[config.mk]
export PLATFORM = sky130hd
export DESIGN_NAME = iau_step
export DESIGN_NICKNAME = d
export VERILOG_FILES = /design/src/iau_pkg.sv /design/src/iau_step.sv
export SDC_FILE = /design/constraint.sdc
export NUM_CORES = 2
export LEC_CHECK = 0
export ABC_AREA = 0
export BUFFER_PORTS_ARGS = -buffer_cell sky130_fd_sc_hd__buf_2
export CAP_MARGIN = 20
export CORE_MARGIN = 5
export CORE_UTILIZATION = 60
export CTS_CLUSTER_DIAMETER = 150
export DETAILED_ROUTE_END_ITERATION = 16
export GPL_TIMING_DRIVEN = 0
export PLACE_DENSITY = 0.93
export SLEW_MARGIN = 20
export SYNTH_ARGS = -nofsm -noshare
export SYNTH_HDL_FRONTEND = slang
export SYNTH_SLANG_ARGS = --single-unit
[constraint.sdc]
create_clock -name clk -period 19.4 [get_ports clk]
set_input_delay 1.94 -clock clk [delete_from_list [all_inputs] [get_ports clk]]
set_output_delay 1.94 -clock clk [all_outputs]
set_load 0.005 [all_outputs]
[src/iau_pkg.sv]
// ----------------------------------------------------------------------------
// iau_pkg
// shared widths, operation and error codes, and the pipeline stage record
// ----------------------------------------------------------------------------
package iau_pkg;

  localparam int DATA_WIDTH = 32;
  localparam int FUNC_WIDTH = 3;
  localparam int ERR_WIDTH  = 2;
  localparam int NUM_STEPS  = DATA_WIDTH;

  typedef enum logic [FUNC_WIDTH-1:0] {
    FN_ADD  = 3'd0,
    FN_SUB  = 3'd1,
    FN_MUL  = 3'd2,
    FN_DIV  = 3'd3,
    FN_MOD  = 3'd4,
    FN_POW  = 3'd5,
    FN_NOP6 = 3'd6,
    FN_NOP7 = 3'd7
  } func_t;

  typedef enum logic [ERR_WIDTH-1:0] {
    ERR_NONE   = 2'd0,
    ERR_DIV0   = 2'd1,
    ERR_NEGEXP = 2'd2,
    ERR_RSVD   = 2'd3
  } err_t;

  typedef logic [DATA_WIDTH-1:0] word_t;

  typedef struct packed {
    logic  vld;
    func_t func;
    err_t  err;
    word_t simple;
    logic  neg_q;
    logic  neg_r;
    word_t rem;
    word_t quo;
    word_t divisor;
    word_t acc;
    word_t sq;
    word_t expo;
  } stage_t;

endpackage

[src/iau_step.sv]
// ----------------------------------------------------------------------------
// iau_step
// one pipeline stage: one restoring divide bit and one square-and-multiply bit
// ----------------------------------------------------------------------------
module iau_step (
  input  logic            clk,
  input  logic            rst_n,
  input  logic            en,
  input  iau_pkg::stage_t st_in,
  output iau_pkg::stage_t st_r
);
  localparam int W = iau_pkg::DATA_WIDTH;

  iau_pkg::stage_t st_nxt;
  logic [W:0]      rem_sh;
  logic [W:0]      diff;
  logic [W-1:0]    acc_mul;
  logic [W-1:0]    sq_mul;

  assign rem_sh  = {st_in.rem, st_in.quo[W-1]};
  assign diff    = rem_sh - {1'b0, st_in.divisor};
  assign acc_mul = st_in.acc * st_in.sq;
  assign sq_mul  = st_in.sq * st_in.sq;

  always_comb begin
    st_nxt      = st_in;
    // divide: msb first
    st_nxt.rem  = diff[W] ? rem_sh[W-1:0] : diff[W-1:0];
    st_nxt.quo  = {st_in.quo[W-2:0], ~diff[W]};
    // power: exponent lsb first
    st_nxt.acc  = st_in.expo[0] ? acc_mul : st_in.acc;
    st_nxt.sq   = sq_mul;
    st_nxt.expo = {1'b0, st_in.expo[W-1:1]};
  end

  always_ff @(posedge clk) begin
    if (!rst_n) begin
      st_r.vld <= 1'b0;
    end else if (en) begin
      st_r.vld <= st_nxt.vld;
    end
  end

  always_ff @(posedge clk) begin
    if (en) begin
      st_r.func    <= st_nxt.func;
      st_r.err     <= st_nxt.err;
      st_r.simple  <= st_nxt.simple;
      st_r.neg_q   <= st_nxt.neg_q;
      st_r.neg_r   <= st_nxt.neg_r;
      st_r.rem     <= st_nxt.rem;
      st_r.quo     <= st_nxt.quo;
      st_r.divisor <= st_nxt.divisor;
      st_r.acc     <= st_nxt.acc;
      st_r.sq      <= st_nxt.sq;
      st_r.expo    <= st_nxt.expo;
    end
  end
endmodule

# == Yosys cells after proc, flatten, opt, wreduce, memory -nomap -nowiden ==
# Cells that the tools add are included.
# totals
reg_bits,231
# op_classes
n_addsub,1
multipliers,2
muxes,2
n_bitwise,1
# op_table
cell,count
32-bit by 32-bit multiplier with 32-bit output,2
32-bit 2-to-1 mux,2
33-bit by 32-bit subtractor with 33-bit output,1
1-bit inverter,1

# == Logic depth before layout (Yosys ltp) ==
# logic_depth
ltp_word,2
mapped_depth,28
depth_no_buf,26

# == Worst setup path after synthesis ==
# OpenSTA, ideal clock, no wires.
# synth_path
kind,in2reg
startpoint,in st_in[40] (netlist name)
endpoint,"reg st_r[95] (netlist name), data pin"
arrival_ps,8550
required_ps,19140
path_slack_ps,10590
path_stages,22
cell_sequence,clkbuf_1 > clkbuf_1 > nand2_1 > fa_1 > fa_1 > fa_1 > fa_1 > fa_1 > inv_1 > fa_1 > fa_1 > fa_1 > ha_1 > a21o_1 > o21bai_1 > o21bai_1 > a21o_1 > a221o_1 > nor4_1 > o31ai_1 > xnor2_1 > mux2_2
# synth_lines
element,line_no,rtl
start: declaration,iau_step.sv:9,"input iau_pkg::stage_t st_in,"
end: declaration,iau_step.sv:10,output iau_pkg::stage_t st_r

==> impl_metrics.json <==
{
  "rows": 92,
  "synth_cells": 3720,
  "postCtsHoldBufs": 0,
  "fin_crit_sh_pct": 54.8,
  "clock_path_buffers": 3,
  "hpwlAfterDp_um": 100000,
  "yosysWarnings": 0,
  "clkLatencyLatePin_ns": 0.55,
  "seq_area_frac_synth_pct": 18.0,
  "hold_viol": 0,
  "routed.top_layer": "met5",
  "antenna_found_initial": 17,
  "path_class": "in2reg",
  "grt_max_degree": 111,
  "cts_sinks": 230,
  "arrival_ns": 10.95,
  "largest_reg_flops": 230,
  "synthTopCellsByArea": "fa_1 40%, edfxtp_1 18%, ha_1 9.2%",
  "wl_met2_um": 56500,
  "syn_to_final_growth_pct": 11.2,
  "layout_common_cells": "863 x inv_1, 776 x fa_1, 455 x buf_2",
  "grt_pass1_wl_um": 185000,
  "crit_path_end_kind": "flop",
  "coreArea_sq_mm": 0.0632,
  "drive_above_1_share_pct": 13.6,
  "rsz0062_at_grt": "no",
  "fin_tns_setup_ns": 0,
  "path_clk_slew_ns": 0.06,
  "grt_pass1_vias": 32200,
  "numCtsBuffers": 26,
  "status": "finished, final reports clean",
  "synth.cell_area_sq_mm": 0.0384,
  "worstPathRequired_ns": 19.71,
  "ys_async_sr_fraction_pct": 0,
  "globalRouteTotalUtil_pct": 35.0,
  "worstMarginPinSlew_ns": 1.34,
  "cap_violations": 0,
  "initial_core_util_pct": 60.8,
  "via_count": 29400,
  "drt-initial-drc-count": 2900,
  "setup_viol": 0,
  "yosysUniqueCellTypes": 73,
  "met1Wirelength_um": 40600,
  "synth_edf_count": 229,
  "wl_met3_um": 15500,
  "yosysTopAreaCell": "fa_1",
  "synth_area_per_cell_sq_um": 10.3,
  "cp_max_fo": 10,
  "hold_class": "reg2reg",
  "root_buffer": "clkbuf_16",
  "dieArea_sq_mm": 0.0692,
  "final_antenna_net_count": 0,
  "gp_congestion": 1.03,
  "die_h_um": 263,
  "layout_commonest_cell": "inv_1",
  "startpoint_type": "input port",
  "period_needed_ns": 10.64,
  "h-tree-depth": 1,
  "post_cts_buffers": 0,
  "dominantRegCellSynth": "edfxtp_1",
  "drc": 0,
  "relSlewSlack_pct": 10.3,
  "gr-total-overflow": 0,
  "fmax_mhz": 94.0,
  "routedWlPerCell_um": 23.9,
  "ys_ff_latch": 230,
  "ioPinCount": 467,
  "fin_nets": 5500,
  "reg_top3": "st_r x230",
  "regMostFlops": "st_r",
  "numPortBuffers": 456,
  "netlist.area_leader.share_pct": 40.4,
  "vias_per_cell": 5.78,
  "cts-resized-gates": 0,
  "clock_skew_ns": 0,
  "slew_viol_final": 0,
  "finalWirelength_um": 122000,
  "first_pass_iters": 9,
  "die_x_um": 263,
  "cts_tree": "done"
}
[through the flow]
step / instances / utilization (%) / hold slack [ns] / setup slack (ns) / instance area [sq um]
2_1_floorplan: 3721 / - / 0.507 / 10.59 / 38400
3_3_place_gp: 5023 / 66.1 / 0.495 / 8.74 / 41800
3_5_place_dp: 5025 / 66.2 / 0.581 / 8.58 / 41800
4_1_cts: 5073 / 67.5 / 0.591 / 9.18 / 42700
5_1_grt: 5083 / 67.5 / 0.623 / 8.59 / 42700
6_report: 5091 / 67.6 / 0.581 / 8.76 / 42700
[synthesized netlist by cell type, types with 5 or more instances]
cell type and n:
inv_1 863, and2_1 414, or3_1 7, or2_2 7, and3_1 9, nand2_1 382, nor2_1 69, a21boi_0 5
edfxtp_1 229, a31oi_1 10, a21o_1 34, nand3_1 9, o21bai_1 11, o31ai_1 6, nor2b_1 11, mux2_4 25
o211ai_1 5, ha_1 282, xnor2_1 119, mux2i_1 8, clkbuf_1 151, o31a_1 6, xor2_1 30, o21a_1 17
fa_1 776, mux2_2 28, a21oi_1 65, nor3_1 17, nand2b_1 10, nand4_1 7, a211oi_1 9, o21ai_0 36
[worst paths after layout]
check | end | startpoint | slack [ns] | cells past startpoint
max | st_r[94]$_DFFE_PP_ | st_in[34] | 8.76 | 25
min | st_r[231]$_SDFFE_PN0P_ | st_r[231]$_SDFFE_PN0P_ | 0.58 | 2
max reg2reg | st_r[231]$_SDFFE_PN0P_ | st_r[231]$_SDFFE_PN0P_ | 18.76 | 2
min reg2reg | st_r[231]$_SDFFE_PN0P_ | st_r[231]$_SDFFE_PN0P_ | 0.58 | 2
[cells by family after synthesis]
group,share of synthesized area [%]
AO/OA/AOI/OAI,4.15
multiplexers,2.01
XOR/XNOR,3.40
other,0.00976
buffers and inverters,10.1
AND/OR/NAND/NOR,12.7
flip-flops,18.0
adder cells (fa/ha/maj),49.6
[worst max-delay path, stage by stage]
cell and delay, ns:
buf_2 0.38, clkbuf_1 0.64, clkbuf_1 0.94, nand2_1 0.19, fa_1 0.58, inv_1 0.05, fa_1 0.47, inv_1 0.05
fa_1 0.48, fa_1 0.55, inv_1 0.05, fa_1 0.48, fa_1 0.56, fa_1 0.45, fa_1 0.51, ha_1 0.39
inv_1 0.11, nor3_1 0.10, and3_1 0.20, a2111oi_0 0.52, o2111ai_1 0.39, o211ai_1 0.28, o21ai_0 0.18, xor2_1 0.16
mux2_2 0.27
[cell type report]
cell class	count	area, sq um
diodes	18	45.0
plain buffers	158	653
clock buffers	30	666
clock inverters	18	178
fillers	4657	20500
inverters	864	3240
multi-input cells	2469	27600
flip-flops and latches	230	6900
well taps	846	1060
repair buffers	458	2350
[per-layer routing]
metal	global-route usage [%]	vias up
li1	-	12200
met1	40.8	14600
met2	56.4	2002
met3	12.2	574
met4	20.1	8
met5	2.08	-
Power is left out: the tool's default activity adds up to more than one toggle a clock period on the data nets, which glitch-free logic cannot reach.
