`src/iau_pkg.sv`:
```
// ----------------------------------------------------------------------------
// iau_pkg
// shared widths, operation and error codes, and the pipeline stage record
// ----------------------------------------------------------------------------
package iau_pkg;

  localparam int DATA_WIDTH = 32;
  localparam int FUNC_WIDTH = 3;
  localparam int ERR_WIDTH  = 2;
  localparam int NUM_STEPS  = DATA_WIDTH;

  typedef enum logic [FUNC_WIDTH-1:0] {
    FN_ADD  = 3'd0,
    FN_SUB  = 3'd1,
    FN_MUL  = 3'd2,
    FN_DIV  = 3'd3,
    FN_MOD  = 3'd4,
    FN_POW  = 3'd5,
    FN_NOP6 = 3'd6,
    FN_NOP7 = 3'd7
  } func_t;

  typedef enum logic [ERR_WIDTH-1:0] {
    ERR_NONE   = 2'd0,
    ERR_DIV0   = 2'd1,
    ERR_NEGEXP = 2'd2,
    ERR_RSVD   = 2'd3
  } err_t;

  typedef logic [DATA_WIDTH-1:0] word_t;

  typedef struct packed {
    logic  vld;
    func_t func;
    err_t  err;
    word_t simple;
    logic  neg_q;
    logic  neg_r;
    word_t rem;
    word_t quo;
    word_t divisor;
    word_t acc;
    word_t sq;
    word_t expo;
  } stage_t;

endpackage

```
`src/iau_prep.sv`:
```
// ----------------------------------------------------------------------------
// iau_prep
// entry stage: add, sub, mul, magnitudes, signs and error detection
// ----------------------------------------------------------------------------
module iau_prep (
  input  logic                           clk,
  input  logic                           rst_n,
  input  logic                           en,
  input  logic                           vld,
  input  logic [iau_pkg::DATA_WIDTH-1:0] a,
  input  logic [iau_pkg::DATA_WIDTH-1:0] b,
  input  logic [iau_pkg::FUNC_WIDTH-1:0] fn,
  output iau_pkg::stage_t                st_r
);
  localparam int W = iau_pkg::DATA_WIDTH;

  iau_pkg::stage_t st_nxt;
  logic            a_neg;
  logic            b_neg;
  logic [W-1:0]    prod;

  assign a_neg = a[W-1];
  assign b_neg = b[W-1];
  assign prod  = a * b;

  always_comb begin
    st_nxt         = '0;
    st_nxt.vld     = vld;
    st_nxt.func    = iau_pkg::func_t'(fn);
    st_nxt.err     = iau_pkg::ERR_NONE;
    st_nxt.neg_q   = a_neg ^ b_neg;
    st_nxt.neg_r   = a_neg;
    st_nxt.rem     = '0;
    st_nxt.quo     = a_neg ? (~a + W'(1)) : a;
    st_nxt.divisor = b_neg ? (~b + W'(1)) : b;
    st_nxt.acc     = W'(1);
    st_nxt.sq      = a;
    st_nxt.expo    = b;
    unique case (iau_pkg::func_t'(fn))
      iau_pkg::FN_ADD: st_nxt.simple = a + b;
      iau_pkg::FN_SUB: st_nxt.simple = a - b;
      iau_pkg::FN_MUL: st_nxt.simple = prod;
      iau_pkg::FN_DIV, iau_pkg::FN_MOD: begin
        if (b == '0) st_nxt.err = iau_pkg::ERR_DIV0;
      end
      iau_pkg::FN_POW: begin
        if (b_neg) begin
          st_nxt.err  = iau_pkg::ERR_NEGEXP;
          st_nxt.expo = '0;
        end
      end
      default: st_nxt.simple = '0;
    endcase
  end

  always_ff @(posedge clk) begin
    if (!rst_n) begin
      st_r.vld <= 1'b0;
    end else if (en) begin
      st_r.vld <= st_nxt.vld;
    end
  end

  always_ff @(posedge clk) begin
    if (en) begin
      st_r.func    <= st_nxt.func;
      st_r.err     <= st_nxt.err;
      st_r.simple  <= st_nxt.simple;
      st_r.neg_q   <= st_nxt.neg_q;
      st_r.neg_r   <= st_nxt.neg_r;
      st_r.rem     <= st_nxt.rem;
      st_r.quo     <= st_nxt.quo;
      st_r.divisor <= st_nxt.divisor;
      st_r.acc     <= st_nxt.acc;
      st_r.sq      <= st_nxt.sq;
      st_r.expo    <= st_nxt.expo;
    end
  end
endmodule

```
`config.mk`:
```
export PLATFORM = sky130hd
export DESIGN_NAME = iau_prep
export DESIGN_NICKNAME = d
export VERILOG_FILES = /design/src/iau_pkg.sv /design/src/iau_prep.sv
export SDC_FILE = /design/constraint.sdc
export NUM_CORES = 2
export LEC_CHECK = 0
export ABC_AREA = 1
export CAP_MARGIN = 25
export CORE_ASPECT_RATIO = 1.25
export CORE_MARGIN = 2
export CORE_UTILIZATION = 23
export CTS_CLUSTER_SIZE = 40
export DETAILED_ROUTE_END_ITERATION = 8
export DONT_BUFFER_PORTS = 1
export PLACE_DENSITY = 0.45
export SKIP_LAST_GASP = 1
export SLEW_MARGIN = 20
export SYNTH_ARGS = -nofsm -noshare
export SYNTH_HDL_FRONTEND = slang
export SYNTH_SLANG_ARGS = --single-unit
```
`constraint.sdc`:
```
create_clock -name clk -period 14.1 [get_ports clk]
set_clock_uncertainty 0.2 [all_clocks]
set_input_delay 1.41 -clock clk [delete_from_list [all_inputs] [get_ports clk]]
set_output_delay 1.41 -clock clk [all_outputs]
set_load 0.02 [all_outputs]
```
After elaboration in Yosys (flattened, before gate mapping)
Cells that the tools add are included.
{ "totals": {"ff_bits": 168, "inputBits": 71, "out_inout_bits": 232} }
{ "op_classes": {"n_addsub": 4, "multipliers": 1, "n_eq_ne": 5, "n_mux": 8, "n_bitwise": 3, "n_reduce_logical": 3} }
{ "ops": {"columns": ["cell", "count"], "rows": [
  ["$pmux W32 S3", 1],
  ["$mux W31", 3],
  ["$add A32 B1 Y32 const B", 2],
  ["$not A32 Y32", 2],
  ["$add A32 B32 Y32", 1],
  ["$logic_not A32 Y1", 1],
  ["$mul A32 B32 Y32", 1],
  ["$mux W32", 1],
  ["$sub A32 B32 Y32", 1],
  ["$eq A3 B2 Y1 const B", 2],
  ["$eq A3 B3 Y1 const B", 2],
  ["$pmux W2 S2", 1],
  ["$eq A3 B1 Y1 const B", 1],
  ["$logic_not A3 Y1", 1],
  ["$mux W2", 1],
  ["$reduce_or A2 Y1", 1],
  ["$mux W1", 1],
  ["$xor A1 B1 Y1", 1]
]} }

Logic depth before layout (Yosys ltp)
{ "depth": {"word_depth": 3, "ltp_mapped": 34, "mapped_depth_nobuf": 32} }

Worst setup path after synthesis
Ideal clock, no wire load.
{ "synth_timing": {"path_type": "input to register", "start": "input port b[6] in the netlist's numbering", "end": "register st_r[220] in the netlist's numbering, data pin", "arrival_ns": 7.548, "required_time_ns": 13.644, "path_slack_ns": 6.096, "path_stages": 26, "path_buffers": 2, "path_cell_list": "clkbuf_1 > clkbuf_1 > nand2_1 > inv_1 > fa_1 > fa_1 > fa_1 > inv_1 > fa_1 > inv_1 > fa_1 > inv_1 > fa_1 > inv_1 > fa_1 > fa_1 > ha_1 > nand2_1 > nor4_1 > o21ai_0 > nand3_1 > a21o_1 > a21o_1 > nand2_1 > nand3_1 > nand2_1"} }
{ "synth_lines": {"columns": ["item", "line", "text"], "rows": [
  ["start, declared", "iau_prep.sv:11", "input logic [iau_pkg::DATA_WIDTH-1:0] b,"],
  ["end, declared", "iau_prep.sv:13", "output iau_pkg::stage_t st_r"]
]} }

==> impl_metrics.yaml <==
routing:
  ant_nets: 0
  top_layer_used: "met4"
  viasPerCell: 4.24
  wl_um: 92000
  routed-via-count: 20700
  firstDrtPassIters: 6
  post_drt_wl_per_cell_um: 18.9
  wl_met2_um: 47700
  drtIter0Drc: 1376
  wl_met3_um: 4440
  drc: 0
  met1Wirelength_um: 37000
cts:
  h-tree-depth: 4
  cts_tree: "yes"
  ctsHoldBuffers: 0
  post_cts_resized: 0
  clk_pin_slew_worst_paths_ns: 0.08
  cts_buffer_depth: 2
  cts_sinks: 166
  cts_root_buffer: "clkbuf_16"
  cts_buffers: 17
  insertion_delay_ns: 0.47
  post_cts_buffers: 0
layout:
  largest_reg_flops: 166
  top_regs: "st_r x166"
  layout-drive-gt1-share_pct: 2.53
  area_delta_synth_final_pct: 6.35
  largest_register: "st_r"
  diodes: 0
  final_net_count: 3939
worst_setup_path:
  slowest_stage: "nor4_1"
  worstSetupStartpointType: "primary input"
  crit_type: "primary input to register"
  reg2reg_from: "st_r[231]"
  cp_top_family: "adder cells"
  ff2ff_setup_slack_ns: 13.15
  crit_chain: "nand2_1 > inv_1 > fa_1 > fa_1 > fa_1 > inv_1 > fa_1 > inv_1 > fa_1 > inv_1 > fa_1 > inv_1 > fa_1 > fa_1 > ha_1 > nand2_1 > nor4_1 > nand4_1 > nand3_1 > a21o_1 > a21o_1 > nand2_1 > nand3_1 > nand2_1"
  arrival_ns: 8.12
  crit_top_cell: "fa_1"
  critPathMaxStageDelay_ns: 0.67
  rr_endpoint: "st_r[231]"
  endpoint_kind: "register"
  cp_max_fo: 33
  r2r_cells: 2
  critPathRequiredTime_ns: 14.11
  worst-path-buf-inv: 5
  crit_path_start: "b[5]"
timing:
  grt_setup_unrepaired: "false"
  tightest_slew_ns: 1.03
  slew_viol_final: 0
  finalHoldViolations: 0
  timing.fmax_ghz: 0.123
  period_minus_slack_ns: 8.11
  timing.final.crit_share_pct: 57.5
  fin_setup_tns_ns: 0
  final-setup-viol-count: 0
  slew_headroom_pct: 30.3
worst_hold_path:
  holdPathEnd: "st_r[231]"
  hold_path_depth: 2
  worstHoldStart: "st_r[231]"
  worstHoldPathType: "register to register"
placed_design:
  numPortBuffers: 0
  dp_hpwl_um: 75400
  place_congestion: 0.869
global_routing:
  grt_overflow: 0
  antenna_found_initial: 3
  grt_pass1_vias: 21400
  groute.usage.overall_pct: 15.6
  grt_pass1_wl_um: 139000
  grt_max_degree: 168
yosys:
  syn_inst: 3440
  yosys-top-cells-area: "fa_1 30%, edfxtp_1 18%, nand2_1 13%"
  yosysWarningCount: 0
  yosysMostFrequentCell: "nand2_1"
  yosys-top-cells-count: "916 x nand2_1, 895 x inv_1, 409 x fa_1"
  post-synth-top-area-cell: "fa_1"
  synth_seq_area_share_pct: 18.5
  synthArstFlopShare_pct: 0
  synth_edf_count: 165
  yosysUniqueCellTypes: 52
  ys_ff_latch: 166
  yosysTopAreaCellShare_pct: 30.4
  synth_area_um2: 26900
  avgSynthCellArea_um2: 7.82
  synth_ff_type: "edfxtp_1"
floorplan:
  core_area_um2: 116000
  num_rows: 140
  io_pins: 303
  die_y_um: 386
  dieWidth_um: 310
  initial_utilization_pct: 23.1
  dieArea_um2: 120000
run_status:
  outcome: "finished, final reports clean"
run:
  drv_cap: 0
layout make-up:
| class | instances | area, um^2 |
|---|---|---|
| clock buffer | 19 | 433 |
| clock inverter | 13 | 166 |
| fill | 12800 | 87700 |
| inverter | 899 | 3370 |
| multi-input combinational | 2213 | 17600 |
| sequential | 166 | 4970 |
| tap | 1562 | 1950 |
| timing repair buffer | 5 | 45.0 |
metal layers:
| metal | track usage (%) | up-vias |
|---|---|---|
| met3 | 1.73 | 94 |
| met5 | 0 | - |
| met1 | 18.7 | 10200 |
| met2 | 28.6 | 585 |
| met4 | 5.27 | 0 |
| li1 | - | 9749 |
logic make-up after synthesis:
group / share of synthesized area [%]
AOI/OAI and AO/OA: 6.14
xor gates and xnor gates: 2.28
adders and majority gates: 37.8
buffers and inverters: 16.7
DFF: 18.5
other: 0.0279
and+or+nand+nor: 18.6
worst register-to-register path: stages, from the launching register on:
cell,delay [ns]
dfxtp_1,0.44
o21ai_0,0.12
a21oi_1,0.12
stage by stage:
| stage | worst slack [ns] | cells | utilization (%) | hold WS [ns] | area, um^2 |
|---|---|---|---|---|---|
| 2_1_floorplan | 6.10 | 3502 | - | 0.406 | 27100 |
| 3_3_place_gp | 5.50 | 4844 | 24.1 | 0.430 | 28000 |
| 3_5_place_dp | 5.50 | 4845 | 24.1 | 0.433 | 28000 |
| 4_1_cts | 5.99 | 4877 | 24.6 | 0.448 | 28600 |
| 5_1_grt | 5.60 | 4877 | 24.6 | 0.545 | 28600 |
| 6_report | 5.99 | 4877 | 24.6 | 0.438 | 28600 |
placed cells by master (no fill, tap or decap), types with 9 or more instances in the layout:
master and count:
xnor2_1 16, conb_1 64, nor2_1 106, o21ai_0 133
nand3b_1 9, nand4_1 21, clkbuf_16 17, edfxtp_1 165
ha_1 157, xor2_1 52, or2_2 20, a21o_1 17
fa_1 409, nor3_1 20, o21ai_1 13, a21oi_1 84
nand2_1 915, inv_1 895, nand3_1 98, a31oi_1 11
worst max-delay path by stage:
stage / endpoint / slack [ns] / depth (start not counted)
2_1_floorplan: st_r[220] / 6.10 / 26
3_3_place_gp: st_r[220] / 5.50 / 24
3_5_place_dp: st_r[220] / 5.50 / 24
4_1_cts: st_r[220] / 5.99 / 24
5_1_grt: st_r[220] / 5.60 / 24
6_report: st_r[220] / 5.99 / 24
Power is left out: the tool's default activity adds up to more than one toggle a clock period on the data nets, which glitch-free logic cannot reach.
