`config.mk`:
```
export PLATFORM = sky130hd
export DESIGN_NAME = iau_post
export DESIGN_NICKNAME = d
export VERILOG_FILES = /design/src/iau_pkg.sv /design/src/iau_post.sv
export SDC_FILE = /design/constraint.sdc
export NUM_CORES = 1
export LEC_CHECK = 0
export BUFFER_PORTS_ARGS = -buffer_cell sky130_fd_sc_hd__buf_4
export CAP_MARGIN = 5
export CORE_AREA = 2 2 103 105
export DETAILED_ROUTE_END_ITERATION = 16
export DIE_AREA = 0 0 105 107
export GPL_TIMING_DRIVEN = 0
export PLACE_DENSITY = 0.7
export RECOVER_POWER = 100
export SYNTH_ARGS = -nofsm -noshare
export SYNTH_HDL_FRONTEND = slang
export SYNTH_SLANG_ARGS = --single-unit
```
`constraint.sdc`:
```
create_clock -name clk -period 2.68 [get_ports clk]
set_input_delay 0.268 -clock clk [delete_from_list [all_inputs] [get_ports clk]]
set_output_delay 0.268 -clock clk [all_outputs]
set_load 0.03 [all_outputs]
```
`src/iau_pkg.sv`:
```
// ----------------------------------------------------------------------------
// iau_pkg
// shared widths, operation and error codes, and the pipeline stage record
// ----------------------------------------------------------------------------
package iau_pkg;

  localparam int DATA_WIDTH = 32;
  localparam int FUNC_WIDTH = 3;
  localparam int ERR_WIDTH  = 2;
  localparam int NUM_STEPS  = DATA_WIDTH;

  typedef enum logic [FUNC_WIDTH-1:0] {
    FN_ADD  = 3'd0,
    FN_SUB  = 3'd1,
    FN_MUL  = 3'd2,
    FN_DIV  = 3'd3,
    FN_MOD  = 3'd4,
    FN_POW  = 3'd5,
    FN_NOP6 = 3'd6,
    FN_NOP7 = 3'd7
  } func_t;

  typedef enum logic [ERR_WIDTH-1:0] {
    ERR_NONE   = 2'd0,
    ERR_DIV0   = 2'd1,
    ERR_NEGEXP = 2'd2,
    ERR_RSVD   = 2'd3
  } err_t;

  typedef logic [DATA_WIDTH-1:0] word_t;

  typedef struct packed {
    logic  vld;
    func_t func;
    err_t  err;
    word_t simple;
    logic  neg_q;
    logic  neg_r;
    word_t rem;
    word_t quo;
    word_t divisor;
    word_t acc;
    word_t sq;
    word_t expo;
  } stage_t;

endpackage

```
`src/iau_post.sv`:
```
// ----------------------------------------------------------------------------
// iau_post
// output stage: sign correction, result select and output register
// ----------------------------------------------------------------------------
module iau_post (
  input  logic                           clk,
  input  logic                           rst_n,
  input  logic                           en,
  input  iau_pkg::stage_t                st_in,
  output logic                           vld_r,
  output logic [iau_pkg::DATA_WIDTH-1:0] result_r,
  output logic [iau_pkg::ERR_WIDTH-1:0]  error_r
);
  localparam int W = iau_pkg::DATA_WIDTH;

  logic [W-1:0] result_nxt;
  logic [W-1:0] q_fix;
  logic [W-1:0] r_fix;

  assign q_fix = st_in.neg_q ? (~st_in.quo + W'(1)) : st_in.quo;
  assign r_fix = st_in.neg_r ? (~st_in.rem + W'(1)) : st_in.rem;

  always_comb begin
    result_nxt = '0;
    if (st_in.err == iau_pkg::ERR_NONE) begin
      unique case (st_in.func)
        iau_pkg::FN_ADD, iau_pkg::FN_SUB, iau_pkg::FN_MUL: result_nxt = st_in.simple;
        iau_pkg::FN_DIV: result_nxt = q_fix;
        iau_pkg::FN_MOD: result_nxt = r_fix;
        iau_pkg::FN_POW: result_nxt = st_in.acc;
        default:         result_nxt = '0;
      endcase
    end
  end

  always_ff @(posedge clk) begin
    if (!rst_n) begin
      vld_r <= 1'b0;
    end else if (en) begin
      vld_r <= st_in.vld;
    end
  end

  always_ff @(posedge clk) begin
    if (en) begin
      result_r <= result_nxt;
      error_r  <= st_in.err;
    end
  end
endmodule

```
# After elaboration in Yosys (flattened, before gate mapping)
# Cells that the tools add are included.
[op_classes] addsub=2 n_eq_ne=5 muxes=3 bitwise_logic=2 reduce_logical=3
[ops] cell="$pmux 32 s4" n=1
[ops] cell="$add 32x1->32 const B" n=2
[ops] cell="$mux 32" n=2
[ops] cell="$not 32->32" n=2
[ops] cell="$eq 3x2->1 const B" n=2
[ops] cell="$eq 3x3->1 const B" n=2
[ops] cell="$eq 3x1->1 const B" n=1
[ops] cell="$logic_not 3->1" n=1
[ops] cell="$reduce_or 3->1" n=1
[ops] cell="$logic_not 2->1" n=1
[totals] ff_bits=35 output_inout_bits=35 elab_cells=18

# Depth between registers and ports, before layout
[depth] ltp_word=4 mapped_depth=8 ltp_nobuf=8

# Worst setup path before layout
# Ideal clock, no wire load.
[synth_path] path_kind="input port to flip-flop" startpoint="in st_in[161] (netlist name)" endpoint="reg result_r[30] (netlist name), data pin" setup_time_ns=0.270 arrival_ns=1.930 t_required_ns=2.410 slack_ns=0.480 path_stages=8 n_path_buf=0 cell_sequence="inv_1 -> ha_1 -> nor3b_1 -> nand3_1 -> nor4_1 -> mux2_2 -> a22oi_1 -> a21oi_1"
[synth_between] elab_chain_cells=4
[synth_lines] item="start: declaration" line="iau_post.sv:9" source="input iau_pkg::stage_t st_in,"
[synth_lines] item="$not 32->32" line="iau_post.sv:21" source="assign r_fix = st_in.neg_r ? (~st_in.rem + W'(1)) : st_in.rem;"
[synth_lines] item="$add 32x1->32" line="iau_post.sv:21"
[synth_lines] item="$mux 32" line="iau_post.sv:21"
[synth_lines] item="$pmux 32 s4" line="iau_post.sv:26" source="unique case (st_in.func)"
[synth_lines] item="end signal: assignment" line="iau_post.sv:46" source="result_r <= result_nxt;"
[synth_lines] item="end: declaration" line="iau_post.sv:11" source="output logic [iau_pkg::DATA_WIDTH-1:0] result_r,"
# Every way passes these cells.
# A chain may end at the register's enable or synchronous reset.

# Final worst setup path
[layout_path] startpoint="in st_in[132] (netlist name)" endpoint="reg result_r[27] (netlist name), data pin"
[layout_between] elab_chain_cells=4
[layout_lines] item="$not 32->32" line="iau_post.sv:20" source="assign q_fix = st_in.neg_q ? (~st_in.quo + W'(1)) : st_in.quo;"
[layout_lines] item="$add 32x1->32" line="iau_post.sv:20"
[layout_lines] item="$mux 32" line="iau_post.sv:20"
[layout_lines] item="$pmux 32 s4" line="iau_post.sv:26"
# Every way passes these cells.

==> flow_metrics.env <==
export IMPL_outcome="complete, but fails checks"
export IMPL_violations="max-capacitance violations, max-slew violations"
export IMPL_drv_slew=36
export IMPL_power_frac_seq_pct=38.9
export IMPL_synth_edf_count=34
export IMPL_synth_area_mm2=0.00335
export IMPL_area_delta_synth_final_pct=41.0
export IMPL_fin_crit_ps=2540
export IMPL_dr_first_iter_drc_count=566
export IMPL_power_leakage_nw=1.69
export IMPL_r2r_slack_ps=2060
export IMPL_rows=37
export IMPL_clkSinkCount=35
export IMPL_synth_commonest_cells="51 x nand2_1, 44 x xnor2_1, 34 x edfxtp_1, 29 x a21oi_1, 29 x nor2_1"
export IMPL_drt_pre_antenna_iters=9
export IMPL_relSlewSlack_pct=-36.6
export IMPL_ctsHtreeMaxLevel=2
export IMPL_final_hold_violation_count=0
export IMPL_globalplace_congestion=0.928
export IMPL_diodes=0
export IMPL_irDropWorstVdd_mv=0.143
export IMPL_synth_area_leaders="edfxtp_1 31%, xnor2_1 12%, a222oi_1 6.9%, nand2_1 5.7%, a21oi_1 4.3%"
export IMPL_yosys_warnings=0
export IMPL_viasPerCell=5.59
export IMPL_holdPathStages=1
export IMPL_pin_count=270
export IMPL_grt_pass1_vias=3822
export IMPL_start_util_pct=33.2
export IMPL_start_kind="input pin"
export IMPL_setup_tns_final_ps=0
export IMPL_clkSlewWorstSetupHoldPaths_ps=80
export IMPL_final_setup_viol_count=0
export IMPL_grt_max_degree=36
export IMPL_fin_skew_ps=0
export IMPL_post_cts_buffers=0
export IMPL_port_buffers=171
export IMPL_synth_top_area_share_pct=30.5
export IMPL_chipHeight_um=107
export IMPL_grt_pass1_wl_mm=20.8
export IMPL_ys_types=53
export IMPL_fp_dieW_um=105
export IMPL_layout_drive_gt1_share_pct=27.8
export IMPL_cts_made_buffers=5
export IMPL_pwr_density_cell_mw_per_mm2=356
export IMPL_netlist_instances=392
export IMPL_antenna_found_initial=0
export IMPL_rr_startpoint="vld_r$_SDFFE_PN0P_"
export IMPL_finalCritPeriodShare_pct=94.6
export IMPL_clk_path_buf_depth=2
export IMPL_fillers=1124
export IMPL_internal_power_mw=1.10
export IMPL_avgSynthCellArea_um2=8.54
export IMPL_reg2reg_depth=2
export IMPL_comb_power_share_pct=37.6
export IMPL_worst_slew_pin_slew_ps=2050
export IMPL_clock_latency_ps=290
export IMPL_cp_end_kind="flip-flop"
export IMPL_power_share_clock_pct=23.5
export IMPL_yosysTopAreaCell="edfxtp_1"
export IMPL_hp_class="input pin to flip-flop"
export IMPL_holdPathEnd="error_r[0]$_DFFE_PP_"
export IMPL_drv_cap=1
export IMPL_ctsRootBufferMaster="clkbuf_8"
export IMPL_fin_nets=807
export IMPL_coreArea_mm2=0.0101
export IMPL_wirelength_mm=14.1
export IMPL_synth_nets=629
export IMPL_grt_total_usage_pct=24.1
export IMPL_ant_nets=0
export IMPL_switchingPower_uw=586
export IMPL_reg2reg_to="vld_r$_SDFFE_PN0P_"
export IMPL_rsz0062_at_grt="false"
export IMPL_ys_async_sr_fraction_pct=0
export IMPL_ys_seq_area_share_pct=31.1
export IMPL_fin_util_pct=46.8
export IMPL_ctsHoldBuffers=0
export IMPL_drc=0
export IMPL_vias=3952
export IMPL_wl_per_cell_um=19.9
export IMPL_hpwl_mm=11.4
export IMPL_crit_fanout=10
export IMPL_switching_share_pct=34.9
export IMPL_min_from="st_in[226]"
export IMPL_gr_total_overflow=0
export IMPL_yosysMostFrequentCell="nand2_1"
export IMPL_cp_data_required_time_ps=2700
export IMPL_dieArea_mm2=0.0112
export IMPL_fmax_mhz=394
export IMPL_cts_tree="yes"
export IMPL_worstSetupPathType="input pin to flip-flop"
export IMPL_worstPathArrival_ps=2560
export IMPL_synth_flop_cell="edfxtp_1"
export IMPL_synth_seq_cells=35
export IMPL_power_mw=1.68
-- power by group through the flow --
stage               clock [mW]  combinational, mW  sequential, mW
floorplan                    0              0.234           0.745
global placement             0              0.655           0.665
detailed placement           0              0.661           0.666
CTS                      0.397              0.663           0.654
global route             0.411              0.678           0.658
finish                   0.395              0.632           0.654
-- worst max path at each step --
stage,from,to,slack [ps],depth (start not counted)
floorplan,st_in[161],result_r[30]$_SDFFCE_PP0P_,480,8
global placement,st_in[161],result_r[24]$_SDFFCE_PP0P_,-110,9
detailed placement,st_in[161],result_r[30]$_SDFFCE_PP0P_,-120,9
CTS,st_in[161],result_r[30]$_SDFFCE_PP0P_,170,9
global route,st_in[132],result_r[26]$_SDFFCE_PP0P_,30,7
finish,st_in[132],result_r[27]$_SDFFCE_PP0P_,140,7
-- kinds of logic after synthesis --
group                      synth area share, %
muxes                                     2.92
AOI/OAI and AO/OA                         27.1
adders and majority gates                0.748
and+or+nand+nor                           21.2
buffers and inverters                     3.89
DFF                                       31.1
xor gates and xnor gates                  13.1
-- layer usage --
layer  vias to the layer above  global-route usage [%]  share of wire (%)
met3                        17                    4.38                9.9
met1                      1805                    32.2                 42
met2                       245                    39.7                 46
li1                       1885                       -                  -
met4                         0                    7.24                1.6
met5                         -                       0                  0
-- state kept, by name (all words and copies together), names as in the netlist --
register and cells:
result_r 32, error_r 2, vld_r 1
-- worst max-delay path: stages --
cell and delay [ps]:
clkbuf_2 110, nor4_2 530, nand4b_2 380, o41ai_1 410, xnor2_1 130, a222oi_1 580
a21oi_1 150
-- through the flow --
step / hold WS [ps] / setup WS [ps] / instances / cell area, um^2
finish: 174 / 144 / 707 / 4720
global placement: 457 / -112 / 699 / 4800
detailed placement: 459 / -122 / 699 / 4800
CTS: 148 / 170 / 707 / 4880
floorplan: 367 / 480 / 392 / 3350
global route: 169 / 34.5 / 707 / 4720
-- cell usage in the layout, fill, tap and decap left out, drive strengths merged, types with 3 or more instances in the layout --
cell and n:
o41ai 13, mux2i 3, or4 4, nor4 10, inv 8, xnor2 44, a21oi 29, nand4b 3
o31ai 13, a31oi 4, xor2 6, clkbuf 70, nand2 51, mux2 6, buf 133, a22oi 7
or3 7, nand3 7, edfxtp 34, o21ai 20, nor2b 3, a222oi 23, nor2 29, nor3 12
-- area by class of cell --
type                            count  area, um^2  area share, %
Tap cell                          136         170           3.61
Buffer                             25         100           2.12
Multi-Input combinational cell    324        2160           45.8
Inverter                            8        30.0          0.636
Sequential cell                    35        1040           22.1
Clock buffer                        7        76.3           1.62
Clock inverter                      1        5.00          0.106
Timing Repair Buffer              171        1130           24.0
-- what timing repair did --
item	CTS	global route
gates resized for setup	0	1
endpoints found under the setup margin	0	1
hold endpoints to repair	0	0
(Power assumes the default switching activity.)
